==> config.mk <==
export PLATFORM = sky130hd
export DESIGN_NAME = imu_attitude_integrator
export DESIGN_NICKNAME = d
export VERILOG_FILES = /design/src/rtl/iai_pkg.sv /design/src/rtl/imu_attitude_integrator.sv /design/src/rtl/iai_ctrl.sv /design/src/rtl/iai_datapath.sv
export SDC_FILE = /design/constraint.sdc
export NUM_CORES = 2
export LEC_CHECK = 0
export BUFFER_PORTS_ARGS = -buffer_cell sky130_fd_sc_hd__buf_2
export CORE_UTILIZATION = 40
export DETAILED_ROUTE_END_ITERATION = 8
export SLEW_MARGIN = 20
export SYNTH_ARGS = -nofsm -noshare
export SYNTH_HDL_FRONTEND = slang
export SYNTH_HIERARCHICAL = 1
export SYNTH_SLANG_ARGS = --single-unit
==> constraint.sdc <==
create_clock -name clk -period 29.5 [get_ports clk]
set_input_delay 2.95 -clock clk [delete_from_list [all_inputs] [get_ports clk]]
set_output_delay 2.95 -clock clk [all_outputs]
set_load 0.005 [all_outputs]
==> src/rtl/iai_pkg.sv <==
`timescale 1ns / 1ps
// ----------------------------------------------------------------------------
// iai_pkg
// Shared types, register codes and constants of the attitude integrator.
// ----------------------------------------------------------------------------
package iai_pkg;

  localparam int CORDIC_STEPS_DEF = 16;
  localparam int SAMPLE_WIDTH_DEF = 16;

  localparam int CFG_W   = 16;
  localparam int CFG_IDX_W = 3;
  localparam int ANGLE_W = 32;
  localparam int CNT_W   = 5;
  localparam int ROT_STEPS = 10;

  localparam logic [CFG_IDX_W-1:0] REG_ROLL_OFF  = 3'd0;
  localparam logic [CFG_IDX_W-1:0] REG_PITCH_OFF = 3'd1;
  localparam logic [CFG_IDX_W-1:0] REG_YAW_OFF   = 3'd2;
  localparam logic [CFG_IDX_W-1:0] REG_VERT_OFF  = 3'd3;
  localparam logic [CFG_IDX_W-1:0] REG_GYRO_STEP = 3'd4;
  localparam logic [CFG_IDX_W-1:0] REG_ACC_STEP  = 3'd5;

  localparam logic [1:0] AXIS_X = 2'd0;
  localparam logic [1:0] AXIS_Y = 2'd1;
  localparam logic [1:0] AXIS_Z = 2'd2;

  // Angles in 2^-16 degree.
  localparam int RED_W = 33;
  localparam logic [RED_W-1:0] FULL_TURN_R = 33'd23592960;
  // 92 full turns lift any 32-bit signed angle into positive range.
  localparam logic [RED_W-1:0] TURN_BIAS   = 33'd2170552320;
  localparam int RED_BITS = 8;

  localparam int Z_W = 26;
  localparam logic signed [Z_W-1:0] FULL_TURN_Z    = 26'sd23592960;
  localparam logic signed [Z_W-1:0] HALF_TURN_Z    = 26'sd11796480;
  localparam logic signed [Z_W-1:0] QUARTER_TURN_Z = 26'sd5898240;

  localparam int XY_W = 34;
  localparam logic signed [XY_W-1:0] GAIN_Q30 = 34'sd652032875;
  localparam int ROUND_HALF = 536870912;
  localparam int Q_SHIFT = 30;

  typedef struct packed {
    logic                  capture;
    logic                  gy_mul;
    logic                  gy_add;
    logic [1:0]            axis;
    logic                  red_load;
    logic                  red_step;
    logic                  fold;
    logic                  cord_step;
    logic                  sc_store;
    logic                  which;
    logic [CNT_W-1:0]      cnt;
    logic                  rot_en;
    logic                  out_load;
  } iai_cmd_t;

  typedef struct packed {
    logic out_busy;
  } iai_stat_t;

  // Arctangent of 2^-i in 2^-16 degree.
  function automatic logic [21:0] atan_deg16(input logic [CNT_W-1:0] i);
    logic [21:0] r;
    case (i)
      5'd0:  r = 22'd2949120;
      5'd1:  r = 22'd1740967;
      5'd2:  r = 22'd919879;
      5'd3:  r = 22'd466945;
      5'd4:  r = 22'd234379;
      5'd5:  r = 22'd117304;
      5'd6:  r = 22'd58666;
      5'd7:  r = 22'd29335;
      5'd8:  r = 22'd14668;
      5'd9:  r = 22'd7334;
      5'd10: r = 22'd3667;
      5'd11: r = 22'd1833;
      5'd12: r = 22'd917;
      5'd13: r = 22'd458;
      5'd14: r = 22'd229;
      5'd15: r = 22'd115;
      5'd16: r = 22'd57;
      5'd17: r = 22'd29;
      5'd18: r = 22'd14;
      5'd19: r = 22'd7;
      5'd20: r = 22'd4;
      5'd21: r = 22'd2;
      5'd22: r = 22'd1;
      default: r = 22'd0;
    endcase
    return r;
  endfunction

endpackage

==> src/rtl/imu_attitude_integrator.sv <==
`timescale 1ns / 1ps
// ----------------------------------------------------------------------------
// imu_attitude_integrator
// Integrates gyro rates into roll, pitch and yaw and rotated vertical
// acceleration into a saturating vertical velocity.
// ----------------------------------------------------------------------------
// Usage:
// One sample is taken per request on the s_ channel; s_tuser selects gyro (0)
// or accelerometer (1). Every sample yields one request on the m_ channel
// carrying the four state values after the update.
// A gyro sample makes three passes of the shared multiplier, each followed by an angle add.
// An accelerometer sample runs, for roll and for pitch, an angle reduction and one CORDIC
// iteration per cycle, then ten multiply and accumulate steps.
// s_tready is high only while idle, so no new sample is taken before the last is through.
// Reset clears angles, velocity and all configuration registers to zero.
// The result sits in an output register; the next sample is taken while it
// waits. If m_tready stays low, the following result holds in the sequencer.
// Configuration is written through cfg_we, cfg_index and cfg_data; the user must do
// so only while idle, which the block itself does not enforce.
// ----------------------------------------------------------------------------
module imu_attitude_integrator #(
  parameter int CORDIC_STEPS = iai_pkg::CORDIC_STEPS_DEF,
  parameter int SAMPLE_WIDTH = iai_pkg::SAMPLE_WIDTH_DEF
) (
  input  logic                                     clk,
  input  logic                                     rst,
  input  logic                                     cfg_we,
  input  logic [iai_pkg::CFG_IDX_W-1:0]            cfg_index,
  input  logic [iai_pkg::CFG_W-1:0]                cfg_data,
  input  logic                                     s_tvalid,
  output logic                                     s_tready,
  // x_sample, y_sample, z_sample, zero padding
  input  logic [((3*SAMPLE_WIDTH+7)/8)*8-1:0]      s_tdata,
  // command
  input  logic                                     s_tuser,
  output logic                                     m_tvalid,
  input  logic                                     m_tready,
  // roll_out, pitch_out, yaw_out, vertical_velocity_out
  output logic [4*iai_pkg::ANGLE_W-1:0]            m_tdata
);
  import iai_pkg::*;

  localparam int IN_W = ((3 * SAMPLE_WIDTH + 7) / 8) * 8;

  iai_cmd_t  cmd;
  iai_stat_t stat;

  iai_ctrl #(
    .CORDIC_STEPS(CORDIC_STEPS)
  ) u_ctrl (
    .clk      (clk),
    .rst      (rst),
    .in_valid (s_tvalid),
    .in_kind  (s_tuser),
    .in_ready (s_tready),
    .stat     (stat),
    .cmd      (cmd)
  );

  iai_datapath #(
    .SAMPLE_WIDTH(SAMPLE_WIDTH),
    .IN_W        (IN_W)
  ) u_datapath (
    .clk       (clk),
    .rst       (rst),
    .cfg_we    (cfg_we),
    .cfg_index (cfg_index),
    .cfg_data  (cfg_data),
    .in_data   (s_tdata),
    .cmd       (cmd),
    .stat      (stat),
    .out_valid (m_tvalid),
    .out_ready (m_tready),
    .out_data  (m_tdata)
  );

endmodule

==> src/rtl/iai_ctrl.sv <==
`timescale 1ns / 1ps
// ----------------------------------------------------------------------------
// iai_ctrl
// Sequencer for the gyro update, angle reduction, CORDIC and rotation steps.
// ----------------------------------------------------------------------------
module iai_ctrl #(
  parameter int CORDIC_STEPS = iai_pkg::CORDIC_STEPS_DEF
) (
  input  logic              clk,
  input  logic              rst,
  input  logic              in_valid,
  input  logic              in_kind,
  output logic              in_ready,
  input  iai_pkg::iai_stat_t stat,
  output iai_pkg::iai_cmd_t  cmd
);
  import iai_pkg::*;

  localparam logic [3:0] S_IDLE  = 4'd0;
  localparam logic [3:0] S_GMUL  = 4'd1;
  localparam logic [3:0] S_GADD  = 4'd2;
  localparam logic [3:0] S_RLOAD = 4'd3;
  localparam logic [3:0] S_RRED  = 4'd4;
  localparam logic [3:0] S_FOLD  = 4'd5;
  localparam logic [3:0] S_CORD  = 4'd6;
  localparam logic [3:0] S_SCST  = 4'd7;
  localparam logic [3:0] S_ROT   = 4'd8;
  localparam logic [3:0] S_OUT   = 4'd9;

  localparam logic [CNT_W-1:0] CORD_LAST = CNT_W'(CORDIC_STEPS - 1);
  localparam logic [CNT_W-1:0] RED_LAST  = CNT_W'(RED_BITS - 1);
  localparam logic [CNT_W-1:0] ROT_LAST  = CNT_W'(ROT_STEPS - 1);

  logic [3:0]       state, state_next;
  logic [1:0]       axis, axis_next;
  logic             which, which_next;
  logic [CNT_W-1:0] cnt, cnt_next;

  always_ff @(posedge clk) begin
    if (rst) begin
      state <= S_IDLE;
      axis  <= AXIS_X;
      which <= 1'b0;
      cnt   <= '0;
    end else begin
      state <= state_next;
      axis  <= axis_next;
      which <= which_next;
      cnt   <= cnt_next;
    end
  end

  assign in_ready = (state == S_IDLE);

  always_comb begin
    state_next = state;
    axis_next  = axis;
    which_next = which;
    cnt_next   = cnt;
    cmd        = '0;
    cmd.axis   = axis;
    cmd.which  = which;
    cmd.cnt    = cnt;
    case (state)
      S_IDLE: begin
        if (in_valid) begin
          cmd.capture = 1'b1;
          axis_next   = AXIS_X;
          which_next  = 1'b0;
          state_next  = in_kind ? S_RLOAD : S_GMUL;
        end
      end
      S_GMUL: begin
        cmd.gy_mul = 1'b1;
        state_next = S_GADD;
      end
      S_GADD: begin
        cmd.gy_add = 1'b1;
        if (axis == AXIS_Z) begin
          state_next = S_OUT;
        end else begin
          axis_next  = axis + 2'd1;
          state_next = S_GMUL;
        end
      end
      S_RLOAD: begin
        cmd.red_load = 1'b1;
        cnt_next     = RED_LAST;
        state_next   = S_RRED;
      end
      S_RRED: begin
        cmd.red_step = 1'b1;
        if (cnt == '0) begin
          state_next = S_FOLD;
        end else begin
          cnt_next = cnt - 1'b1;
        end
      end
      S_FOLD: begin
        cmd.fold   = 1'b1;
        cnt_next   = '0;
        state_next = S_CORD;
      end
      S_CORD: begin
        cmd.cord_step = 1'b1;
        if (cnt == CORD_LAST) begin
          state_next = S_SCST;
        end else begin
          cnt_next = cnt + 1'b1;
        end
      end
      S_SCST: begin
        cmd.sc_store = 1'b1;
        if (!which) begin
          which_next = 1'b1;
          state_next = S_RLOAD;
        end else begin
          cnt_next   = '0;
          state_next = S_ROT;
        end
      end
      S_ROT: begin
        cmd.rot_en = 1'b1;
        if (cnt == ROT_LAST) begin
          state_next = S_OUT;
        end else begin
          cnt_next = cnt + 1'b1;
        end
      end
      S_OUT: begin
        if (!stat.out_busy) begin
          cmd.out_load = 1'b1;
          state_next   = S_IDLE;
        end
      end
      default: state_next = S_IDLE;
    endcase
  end

`ifndef SYNTHESIS
  a_cord_cnt: assert property (@(posedge clk) disable iff (rst)
    state == S_CORD |-> cnt <= CORD_LAST)
    else $error("CORDIC step counter out of range");
  a_red_cnt: assert property (@(posedge clk) disable iff (rst)
    state == S_RRED |-> cnt <= RED_LAST)
    else $error("reduction counter out of range");
  a_out_leave: assert property (@(posedge clk) disable iff (rst)
    state == S_OUT && !stat.out_busy |=> state == S_IDLE)
    else $error("result not handed over");
  a_gyro_axis: assert property (@(posedge clk) disable iff (rst)
    state == S_GADD |-> axis != 2'd3)
    else $error("gyro axis out of range");
`endif

endmodule

==> src/rtl/iai_datapath.sv <==
`timescale 1ns / 1ps
// ----------------------------------------------------------------------------
// iai_datapath
// Configuration, state registers, angle reduction, CORDIC, shared multiplier.
// ----------------------------------------------------------------------------
module iai_datapath #(
  parameter int SAMPLE_WIDTH = iai_pkg::SAMPLE_WIDTH_DEF,
  parameter int IN_W = ((3 * SAMPLE_WIDTH + 7) / 8) * 8
) (
  input  logic                            clk,
  input  logic                            rst,
  input  logic                            cfg_we,
  input  logic [iai_pkg::CFG_IDX_W-1:0]   cfg_index,
  input  logic [iai_pkg::CFG_W-1:0]       cfg_data,
  input  logic [IN_W-1:0]                 in_data,
  input  iai_pkg::iai_cmd_t               cmd,
  output iai_pkg::iai_stat_t              stat,
  output logic                            out_valid,
  input  logic                            out_ready,
  output logic [4*iai_pkg::ANGLE_W-1:0]   out_data
);
  import iai_pkg::*;

  localparam int SW   = SAMPLE_WIDTH;
  localparam int MA_W = ((SW > CFG_W) ? SW : CFG_W) + 4;
  localparam int MB_W = XY_W;
  localparam int PW   = MA_W + MB_W;
  localparam int ACC_W = PW + 2;

  logic signed [CFG_W-1:0] roll_off, pitch_off, yaw_off, vert_off;
  logic [CFG_W-1:0]        gyro_step, accel_step;
  logic signed [SW-1:0]    xs, ys, zs;
  logic [ANGLE_W-1:0]      roll, pitch, yaw, vel;

  logic [RED_W-1:0]        red;
  logic signed [XY_W-1:0]  cx, cy, sr, cr, sp, cp;
  logic signed [Z_W-1:0]   cz;
  logic                    neg_cos;

  logic signed [MA_W-1:0]  ma, rot;
  logic signed [MB_W-1:0]  mb;
  logic signed [PW-1:0]    prod;
  logic signed [ACC_W-1:0] acc, rsum;
  logic                    mul_en;

  always_ff @(posedge clk) begin
    if (rst) begin
      roll_off   <= '0;
      pitch_off  <= '0;
      yaw_off    <= '0;
      vert_off   <= '0;
      gyro_step  <= '0;
      accel_step <= '0;
    end else if (cfg_we) begin
      case (cfg_index)
        REG_ROLL_OFF:  roll_off   <= cfg_data;
        REG_PITCH_OFF: pitch_off  <= cfg_data;
        REG_YAW_OFF:   yaw_off    <= cfg_data;
        REG_VERT_OFF:  vert_off   <= cfg_data;
        REG_GYRO_STEP: gyro_step  <= cfg_data;
        REG_ACC_STEP:  accel_step <= cfg_data;
        default: ;
      endcase
    end
  end

  always_ff @(posedge clk) begin
    if (cmd.capture) begin
      xs <= in_data[SW-1:0];
      ys <= in_data[2*SW-1:SW];
      zs <= in_data[3*SW-1:2*SW];
    end
  end

  // Shared multiplier operand selection.
  always_comb begin
    ma     = '0;
    mb     = '0;
    mul_en = 1'b0;
    if (cmd.gy_mul) begin
      mul_en = 1'b1;
      mb     = MB_W'($signed({1'b0, gyro_step}));
      case (cmd.axis)
        AXIS_X:  ma = MA_W'(xs) - MA_W'(roll_off);
        AXIS_Y:  ma = MA_W'(ys) - MA_W'(pitch_off);
        default: ma = MA_W'(zs) - MA_W'(yaw_off);
      endcase
    end else if (cmd.rot_en) begin
      case (cmd.cnt)
        5'd0: begin mul_en = 1'b1; ma = MA_W'(ys); mb = sr; end
        5'd1: begin mul_en = 1'b1; ma = MA_W'(zs); mb = cr; end
        5'd4: begin mul_en = 1'b1; ma = MA_W'(xs); mb = sp; end
        5'd5: begin mul_en = 1'b1; ma = rot; mb = cp; end
        5'd8: begin
          mul_en = 1'b1;
          ma = rot - MA_W'(vert_off);
          mb = MB_W'($signed({1'b0, accel_step}));
        end
        default: ;
      endcase
    end
  end

  always_ff @(posedge clk) begin
    if (mul_en) begin
      prod <= ma * mb;
    end
  end

  assign rsum = acc + ACC_W'(ROUND_HALF);

  logic signed [PW:0] vsum;
  logic signed [PW:0] vmax;
  assign vsum = (PW+1)'($signed(vel)) + (PW+1)'(prod);
  assign vmax = $signed({{(PW+1-31){1'b0}}, {31{1'b1}}});

  always_ff @(posedge clk) begin
    if (rst) begin
      roll  <= '0;
      pitch <= '0;
      yaw   <= '0;
      vel   <= '0;
    end else if (cmd.gy_add) begin
      case (cmd.axis)
        AXIS_X:  roll  <= roll + prod[ANGLE_W-1:0];
        AXIS_Y:  pitch <= pitch + prod[ANGLE_W-1:0];
        default: yaw   <= yaw + prod[ANGLE_W-1:0];
      endcase
    end else if (cmd.rot_en && cmd.cnt == 5'd9) begin
      if (vsum > vmax) begin
        vel <= vmax[ANGLE_W-1:0];
      end else if (vsum < ~vmax) begin
        vel <= ~vmax[ANGLE_W-1:0];
      end else begin
        vel <= vsum[ANGLE_W-1:0];
      end
    end
  end

  // Rotation accumulate and round steps.
  always_ff @(posedge clk) begin
    if (cmd.rot_en) begin
      case (cmd.cnt)
        5'd1: acc <= ACC_W'(prod);
        5'd2: acc <= acc + ACC_W'(prod);
        5'd3: rot <= MA_W'(rsum >>> Q_SHIFT);
        5'd5: acc <= -ACC_W'(prod);
        5'd6: acc <= acc + ACC_W'(prod);
        5'd7: rot <= MA_W'(rsum >>> Q_SHIFT);
        default: ;
      endcase
    end
  end

  // Angle reduction to [0, 360) by restoring subtraction, one bit a cycle.
  logic [RED_W-1:0]       thr;
  logic [ANGLE_W-1:0]     ang_sel;
  logic signed [Z_W-1:0]  a_wrap, a_fold;
  logic                   a_neg;
  assign thr     = FULL_TURN_R << cmd.cnt[2:0];
  assign ang_sel = cmd.which ? pitch : roll;

  always_comb begin
    a_wrap = (red >= RED_W'(HALF_TURN_Z)) ? Z_W'(red) - FULL_TURN_Z : Z_W'(red);
    a_fold = a_wrap;
    a_neg  = 1'b0;
    if (a_wrap > QUARTER_TURN_Z) begin
      a_fold = HALF_TURN_Z - a_wrap;
      a_neg  = 1'b1;
    end else if (a_wrap < -QUARTER_TURN_Z) begin
      a_fold = -HALF_TURN_Z - a_wrap;
      a_neg  = 1'b1;
    end
  end

  logic signed [Z_W-1:0] atan_z;
  assign atan_z = Z_W'(atan_deg16(cmd.cnt));

  always_ff @(posedge clk) begin
    if (cmd.red_load) begin
      red <= {ang_sel[ANGLE_W-1], ang_sel} + TURN_BIAS;
    end else if (cmd.red_step && red >= thr) begin
      red <= red - thr;
    end
    if (cmd.fold) begin
      cx      <= GAIN_Q30;
      cy      <= '0;
      cz      <= a_fold;
      neg_cos <= a_neg;
    end else if (cmd.cord_step) begin
      if (!cz[Z_W-1]) begin
        cx <= cx - (cy >>> cmd.cnt);
        cy <= cy + (cx >>> cmd.cnt);
        cz <= cz - atan_z;
      end else begin
        cx <= cx + (cy >>> cmd.cnt);
        cy <= cy - (cx >>> cmd.cnt);
        cz <= cz + atan_z;
      end
    end
    if (cmd.sc_store) begin
      if (!cmd.which) begin
        sr <= cy;
        cr <= neg_cos ? -cx : cx;
      end else begin
        sp <= cy;
        cp <= neg_cos ? -cx : cx;
      end
    end
  end

  always_ff @(posedge clk) begin
    if (rst) begin
      out_valid <= 1'b0;
    end else if (cmd.out_load) begin
      out_valid <= 1'b1;
    end else if (out_ready) begin
      out_valid <= 1'b0;
    end
  end

  always_ff @(posedge clk) begin
    if (cmd.out_load) begin
      out_data <= {vel, yaw, pitch, roll};
    end
  end

  assign stat.out_busy = out_valid & ~out_ready;

endmodule
# Word-level counts from Yosys, hierarchy flattened
# Memory sizes are Yosys's and may differ from the RTL's. A register that Yosys moved wholly into a read port is not among the register bits.
# Index checks and enable logic that the tools add are counted.
[op_classes]
add_sub_neg = 26
mul = 1
n_div = 0
order_cmp = 6
n_eq_ne = 36
n_shift = 3
muxes = 61
bitwise = 5
reduce_logical = 35
[op_table]
columns = ["op", "count"]
rows = [
  ["$mux 34", 5],
  ["$pmux 34 s5", 1],
  ["$pmux 56 s3", 1],
  ["$mux 26", 6],
  ["$pmux 20 s5", 1],
  ["$add 32x32->32", 3],
  ["$mux 32", 3],
  ["$add 34x34->34", 2],
  ["$sshr 34x5->34", 2],
  ["$sub 34x34->34", 2],
  ["$mux 33", 2],
  ["$add 56x54->56", 1],
  ["$neg 54->56", 1],
  ["$add 32x54->55", 1],
  ["$gt 55x32->1 const B", 1],
  ["$lt 55x32->1 const B", 1],
  ["$mul 20x34->54", 1],
  ["$sub 25x26->26 const A", 2],
  ["$sub 16x16->17", 3],
  ["$add 50x31->50 const B", 1],
  ["$mux 20", 2],
  ["$pmux 20 s2", 1],
  ["$pmux 4 s10", 1],
  ["$neg 34->34", 1],
  ["51 further kinds", 128],
]
[word_totals]
register_bits = 807
latch_bits = 0
mem_bits_rw = 0
romBits = 704
input_bits = 73
output_inout_bits = 130
wordCells = 205
mem_count = 1
[mem_list]
columns = ["memory", "depth", "width", "rd", "rd_ports_with_merged_regs", "write_ports", "line", "source"]
rows = [
  ["(no name shown)", 32, 22, 1, 1, 0, "iai_pkg.sv:68", "case (i)"],
]

# Longest topological paths before layout
[logic_depth]
word_depth = 6
ltp_mapped = 46
mapped_depth_nobuf = 44

# Hierarchy
# Netlist, hierarchy kept.
[modules_own_cells]
columns = ["mod", "n_inst", "cells_per_inst", "area_each_um2", "seq_area_each_um2"]
rows = [
  ["iai_datapath", 1, 8740, 79112.1, 20759.9],
  ["iai_ctrl", 1, 125, 963.4, 240.2],
]

# Worst setup path before layout
# Ideal clock, no wire load.
[synth_path]
kind = "reg2reg"
startpoint = "register u_ctrl.cnt[1]"
endpoint = "register u_datapath.prod[50], data pin"
setup_time_ns = 0.263
arrival_ns = 11.110
required_ns = 29.237
path_slack_ns = 18.127
path_stages_with_launch = 40
path_buffers = 7
period_less_slack_ns = 11.373
cell_sequence = "dfxtp_1 > buf_2 > inv_2 > buf_1 > clkbuf_1 > ha_1 > clkbuf_1 > nor2_1 > o21ai_0 > nand3_1 > nand2_1 > and3_1 > clkbuf_1 > clkbuf_1 > nand2_1 > fa_1 > inv_1 > fa_1 > (+4 left out) > inv_1 > fa_1 > inv_1 > ha_1 > clkbuf_1 > a21o_1 > a21o_1 > a211o_1 > a21o_1 > a221o_1 > a31oi_1 > nor4_1 > nor2_1 > a21oi_1 > a31o_2 > a311o_1 > a21oi_1 > xnor2_1"
[synth_between]
elab_chain_len = 5
word_cells_on_any_way = 12
cone_classes = "mul: 1; eq/ne: 4; mux: 6; reduce/logical: 1"
[synth_lines]
columns = ["element", "line", "source"]
rows = [
  ["start: declaration", "iai_ctrl.sv:37", "logic [CNT_W-1:0] cnt, cnt_next;"],
  ["start signal: assignment", "iai_ctrl.sv:49", "cnt <= cnt_next;"],
  ["$eq 5x4->1 (tied with other cells)", "iai_datapath.sv:89", "case (cmd.cnt)"],
  ["$pmux 20 s5 or $pmux 34 s5 (tied branches)", "iai_datapath.sv:89", ""],
  ["$mux 20 or $mux 34 (tied branches)", "iai_datapath.sv:88", "end else if (cmd.rot_en) begin"],
  ["$mux 20 or $mux 34 (tied branches)", "iai_datapath.sv:80", "if (cmd.gy_mul) begin"],
  ["$mul 20x34->54 (*)", "iai_datapath.sv:106", "prod <= ma * mb;"],
  ["end signal: assignment", "iai_datapath.sv:106", ""],
  ["end: declaration", "iai_datapath.sv:42", "logic signed [PW-1:0] prod;"],
]
# Mark *: on every way between the ends. The rest lies on a longest branch, timed or not.
# A chain may end at the register's enable or synchronous reset.

# Worst setup path in the final report
[layout_path]
startpoint = "register u_datapath.rot[0]"
endpoint = "register u_datapath.prod[50], data pin"
[layout_between]
elab_chain_len = 5
[layout_lines]
columns = ["element", "line", "source"]
rows = [
  ["start: declaration", "iai_datapath.sv:40", "logic signed [MA_W-1:0] ma, rot;"],
  ["start signal: assignment", "iai_datapath.sv:146", "5'd3: rot <= MA_W'(rsum >>> Q_SHIFT);"],
  ["start signal: assignment", "iai_datapath.sv:149", "5'd7: rot <= MA_W'(rsum >>> Q_SHIFT);"],
  ["$sub 20x16->20", "iai_datapath.sv:96", "ma = rot - MA_W'(vert_off);"],
  ["$pmux 20 s5 (*)", "iai_datapath.sv:89", ""],
  ["$mux 20 (*)", "iai_datapath.sv:88", ""],
  ["$mux 20 (*)", "iai_datapath.sv:80", ""],
  ["$mul 20x34->54 (*)", "iai_datapath.sv:106", ""],
]
# Marks and branches as above.

==> results by stage <==
Global route:
- The highest-utilization routing layer at the global route stage is met2.
- The number of antenna violations at the first check in global routing is 23.
- For this run, global-route usage on met3 was measured as between 4 and 5%.
- The overall routing resource usage is a little over a quarter.
- The number of global-route vias before repair is 66,400.
- The met1 demand-to-capacity share in global routing is between 30% and 40%.
- The total global routing overflow is 0.
- The pin count of the biggest net entering global routing is 90.
- The global routing met2 resource utilization is a little over two fifths.
- The first global-routing pass estimated 413,000 µm of wire.

Timing:
- The highest clock rate is 80.9 MHz.
- At the pin with the least slew margin, the transition time is around 1.2 ns.
- The total count of hold-check failures in the final report is 0.
- The final max-slew violation count is 0.
- Clock skew on the completed layout was measured at 0.105 ns.
- The time the worst path needs with I/O delays and setup is ~12 ns.
- Summed over all failing endpoints, the final setup total negative slack is 0 ns.
- The final cycle utilization of the critical path is 41.9%.
- Setup repair after global routing left no endpoint under its margin.
- The max-slew headroom at the worst pin is 21.1%.
- Setup violations remaining at the end of the flow were counted as 0.
- On the final layout, the worst hold slack is roughly 0.45 ns.

Power and ir drop:
- Power spread over the standard cell area amounts to 65.0 nW/µm².
- The analysis attributes to cell leakage a power of 37.2 nW.
- The fraction of power consumed by sequential logic is 27.8%.
- The maximum VDD drop is 0.0970 mV.
- The share of total power dissipated in the clock network is between 20% and 30%.
- Of the total power, combinational logic draws 49.1%.
- Of the total power, the share spent switching nets is a little over two fifths.
- The analysis attributes to net switching a power of ~2.5 mW.
- The design internal power is 3.19 mW.

Worst hold path:
- The worst hold path begins at u_datapath/accel_step[1].
- The end point of the worst hold path is u_datapath/accel_step[1].
- The worst hold path was traced through 2 stages.
- The min-delay analysis places its worst path in the category flip-flop to flip-flop.

Worst setup path:
- The capturing point of the worst reg2reg path is u_datapath/prod[50].
- Of all nets on the critical path, the largest fanout is 17.
- The data required time of the critical path is 29.92 ns.
- The data arrival at the endpoint of the critical path is 12.79 ns.
- The critical path contains buffers and inverters numbering 6 combined.
- The cell type with the highest occurrence count on the critical path is sky130_fd_sc_hd__fa_1.
- The capturing element type of the critical path is a flip-flop.
- The setup path with the least slack is of type flip-flop to flip-flop.
- The launch instance of the worst register-to-register path is u_datapath/rot[0].
- The largest single stage delay on the critical path is 0.63 ns.
- For flop-to-flop paths, the worst setup slack is 17.13 ns.
- The depth of the worst register-to-register path is a little over 40.
- The worst-path cell with the longest stage delay is sky130_fd_sc_hd__nand3_1.
- The dominant delay contributor by cell family on the critical path is compound AO/OA/AOI/OAI gates.
- The kind of start point of the critical path is a flip-flop.

Yosys:
- The largest total area in the synthesized netlist belongs to sky130_fd_sc_hd__edfxtp_1.
- The adder and majority gate portion of the synthesized area is between 20% and 30%.
- The portion of netlist area occupied by mux cells is 4.66%.
- The number of distinct library cell variants in the gate-level netlist after synthesis is 127.
- Of the post-synthesis cell area, the dominant cell type holds a little under a fifth.
- Ranked by instance count, the synthesized netlist is headed by sky130_fd_sc_hd__nand2_1 (1,226), sky130_fd_sc_hd__inv_1 (983), sky130_fd_sc_hd__a21oi_1 (686).
- The fraction of synthesized cell area in xor and xnor cells is 5.68%.
- The area of the mapped netlist is 80,100 µm².
- After synthesis, the largest family of logic cells by area is adder cells.
- The net count after synthesis is ~10,000.
- During synthesis, Yosys emitted a total of 6 warnings.
- The dominant cell by count in the synthesized netlist is sky130_fd_sc_hd__nand2_1.
- Counting flops with a built-in enable in the synthesized netlist gives 496.
- The proportion of synthesized chip area in sequential cells is 26.2%.
- The top flip-flop cell by instance count after synthesis is sky130_fd_sc_hd__edfxtp_1.
- Of the total synthesized cell area, the portion taken by AND, OR, NAND and NOR gates is 15.2%.
- In the post-synthesis netlist, the biggest area contributors are sky130_fd_sc_hd__edfxtp_1 (19%), sky130_fd_sc_hd__fa_1 (17%), sky130_fd_sc_hd__ha_1 (8.2%).
- Synthesis handed over a netlist of 8,865 instances.
- In the synthesized netlist the async set-or-reset flop fraction comes to 0%.
- Synthesis inferred approximately 800 register bits.
- Averaged over all synthesized cells, the footprint is 9.03 µm².
- The compound-cell area share of the yosys netlist is between 15 and 20%.

CTS:
- CTS built an H-tree with a depth of 3.
- Buffers inserted during clock tree synthesis total 98.
- TritonCTS built the clock tree.
- Clock-pin slew was measured on the worst setup and hold paths at ~0.080 ns.
- The sink count of the clock tree is 801.
- The post-cts resize count is 0.
- The cell sitting at the root of the clock tree is a sky130_fd_sc_hd__clkbuf_16.
- Counting along the longest clock path gives a buffer depth of 3.
- The number of hold buffers added after CTS was 0.
- Post-CTS timing repair inserted 0 buffers for setup.
- For the worst-skew pair, the clock arrives at the later sink with an insertion delay of 0.78 ns.

Detailed routing:
- Detailed routing inserted a total of 67,000 vias.
- After detailed routing, the average wire length per cell comes to 23.6 µm.
- The first routing iteration left a little under 6,000 violations.
- In the routed layout, each cell is associated on average with a via count of 5.77.
- In the routed design, unresolved DRC markers number 0.
- The count of nets left with antenna violations once routing finished came out at 0.
- The wire length after detailed routing is 274,000 µm.
- Before antenna repair, the detailed router went through 9 iterations.

Placed design:
- The number of cells after detailed placement is ~11,000.
- The congestion estimate from routability-driven global placement came to 0.964.
- The post-placement cell area is 83,800 µm².
- Once detailed placement completed, the half-perimeter wirelength came to just over 200,000 µm.
- The port buffer count is slightly above 200.

Die:
- Row generation in the floorplan step produced 163 rows.
- The core outline area is 198,000 µm².
- For this configuration, the core starts out at a cell density of 40.4%.
- The overall die area is 202,000 µm².
- During I/O placement, the number of pins put on the boundary was around 200.
- The height of the die is ~450 µm.
- The width of the chip is 449 µm.

Layout:
- Once layout is done, the placed cells without fillers occupy 87,400 µm².
- The utilization after layout is 44.1%.
- The count of non-filler cells in the finished layout is 11,600.
- The signed area change from the synthesized netlist to the final layout is 9.13%.
- The share of final-layout standard cells stronger than drive strength 1 is 8.55%.
- The number of nets in the layout is between 10,000 and 15,000.

Run:
- The count of maximum capacitance violations is 0.

Run status:
- The flow ran to the end, and the final reports show no timing, DRC or antenna violations.
-- through the flow --
step           setup slack, ns  power, mW
6_report                 17.13       5.68
5_1_grt                  16.47       6.01
4_1_cts                  17.30       5.66
3_5_place_dp             17.42       4.32
3_3_place_gp             17.54       4.28
2_1_floorplan            18.13       3.53
-- per-layer routing --
metal  part of all wire [%]  vias up  wire length, µm
met5                 0.0026        -                7
met4                    5.2        2            14400
met3                    7.8      590            21500
met2                     45     2809           123000
met1                     42    33100           116000
li1                       -    30500                -
-- power groups by stage --
stage | Combinational [mW] | Clock [mW] | Sequential, mW
2_1_floorplan | 2.09 | 0 | 1.44
3_3_place_gp | 2.69 | 0 | 1.59
3_5_place_dp | 2.73 | 0 | 1.59
4_1_cts | 2.75 | 1.34 | 1.57
5_1_grt | 3.04 | 1.39 | 1.59
6_report | 2.79 | 1.31 | 1.58
-- cells by family (layout without fill, tap and decap cells) --
family	count (synthesis)	count (layout)
simple gates	2668	2668
fa+ha+maj	1211	1211
buf+inv	1405	1499
mux	264	264
compound gates	1998	1998
flops	801	801
xor+xnor	518	518
other cells	0	14
-- state kept, by name (all words and copies together), names as in the netlist, 20 cells and up --
register,count
u_datapath/cr,34
u_datapath/out_data,128
u_datapath/yaw,32
u_datapath/sp,34
u_datapath/cy,34
u_datapath/acc,50
u_datapath/cx,34
u_datapath/rot,20
u_datapath/vel,32
u_datapath/roll,32
u_datapath/cp,34
u_datapath/prod,54
u_datapath/red,33
u_datapath/sr,34
u_datapath/pitch,32
u_datapath/cz,26
-- placed cells by master, fill, tap and decap left out, types with 34 or more instances in the layout --
master / netlist / final
sky130_fd_sc_hd__nor2_1: 563 / 556
sky130_fd_sc_hd__a21oi_1: 686 / 667
sky130_fd_sc_hd__a21o_1: 180 / 180
sky130_fd_sc_hd__mux4_2: 81 / 81
sky130_fd_sc_hd__and2_1: 84 / 83
sky130_fd_sc_hd__buf_4: 6 / 123
sky130_fd_sc_hd__nand2_1: 1226 / 1225
sky130_fd_sc_hd__mux2i_1: 144 / 144
sky130_fd_sc_hd__clkbuf_16: 0 / 103
sky130_fd_sc_hd__inv_1: 983 / 980
sky130_fd_sc_hd__xor2_1: 161 / 161
sky130_fd_sc_hd__mux2_2: 34 / 34
sky130_fd_sc_hd__a22oi_1: 96 / 96
sky130_fd_sc_hd__nand2b_1: 83 / 83
sky130_fd_sc_hd__dfxtp_1: 305 / 299
sky130_fd_sc_hd__o21ai_0: 327 / 327
sky130_fd_sc_hd__nand3_1: 146 / 146
sky130_fd_sc_hd__o21a_1: 61 / 61
sky130_fd_sc_hd__buf_2: 34 / 201
sky130_fd_sc_hd__fa_1: 684 / 684
sky130_fd_sc_hd__xnor2_1: 356 / 356
sky130_fd_sc_hd__ha_1: 527 / 527
sky130_fd_sc_hd__and3_1: 68 / 68
sky130_fd_sc_hd__nor3_1: 122 / 120
sky130_fd_sc_hd__o31ai_1: 55 / 55
sky130_fd_sc_hd__a31oi_1: 70 / 70
sky130_fd_sc_hd__or3_1: 59 / 59
sky130_fd_sc_hd__edfxtp_1: 496 / 496
sky130_fd_sc_hd__a211oi_1: 87 / 87
sky130_fd_sc_hd__o21bai_1: 53 / 53
sky130_fd_sc_hd__nor2b_1: 124 / 123
sky130_fd_sc_hd__nand4_1: 39 / 39
sky130_fd_sc_hd__or2_2: 35 / 35
-- worst max path at each step --
| stage | start | to | slack [ns] | depth (start not counted) |
|---|---|---|---|---|
| 2_1_floorplan | u_ctrl/cnt[1] | u_datapath/prod[50] | 18.13 | 39 |
| 3_3_place_gp | u_datapath/rot[0] | u_datapath/prod[53] | 17.54 | 40 |
| 3_5_place_dp | u_datapath/ys[0] | u_datapath/prod[53] | 17.42 | 42 |
| 4_1_cts | u_datapath/ys[0] | u_datapath/prod[53] | 17.30 | 42 |
| 5_1_grt | u_datapath/zs[0] | u_datapath/prod[53] | 16.47 | 43 |
| 6_report | u_datapath/rot[0] | u_datapath/prod[50] | 17.13 | 41 |
-- cell type report --
class / count / area [µm²]
fillers: 19200 / 111000
well taps: 2640 / 3300
repair buffers: 325 / 1940
inverters: 988 / 3710
diodes: 14 / 35.0
clock buffers: 125 / 2760
clock inverters: 61 / 761
flip-flops and latches: 801 / 21000
multi-input cells: 6659 / 53900
-- worst register-to-register path, delay by kind of cell (launching register included) --
family | cells | cell delay [ns]
AOI/OAI and AO/OA | 17 | 4.53
buffers and inverters | 6 | 0.63
adders and majority gates | 10 | 4.50
DFF | 1 | 0.38
and+or+nand+nor | 7 | 1.87
xor gates and xnor gates | 1 | 0.08
(Power assumes the default switching activity.)
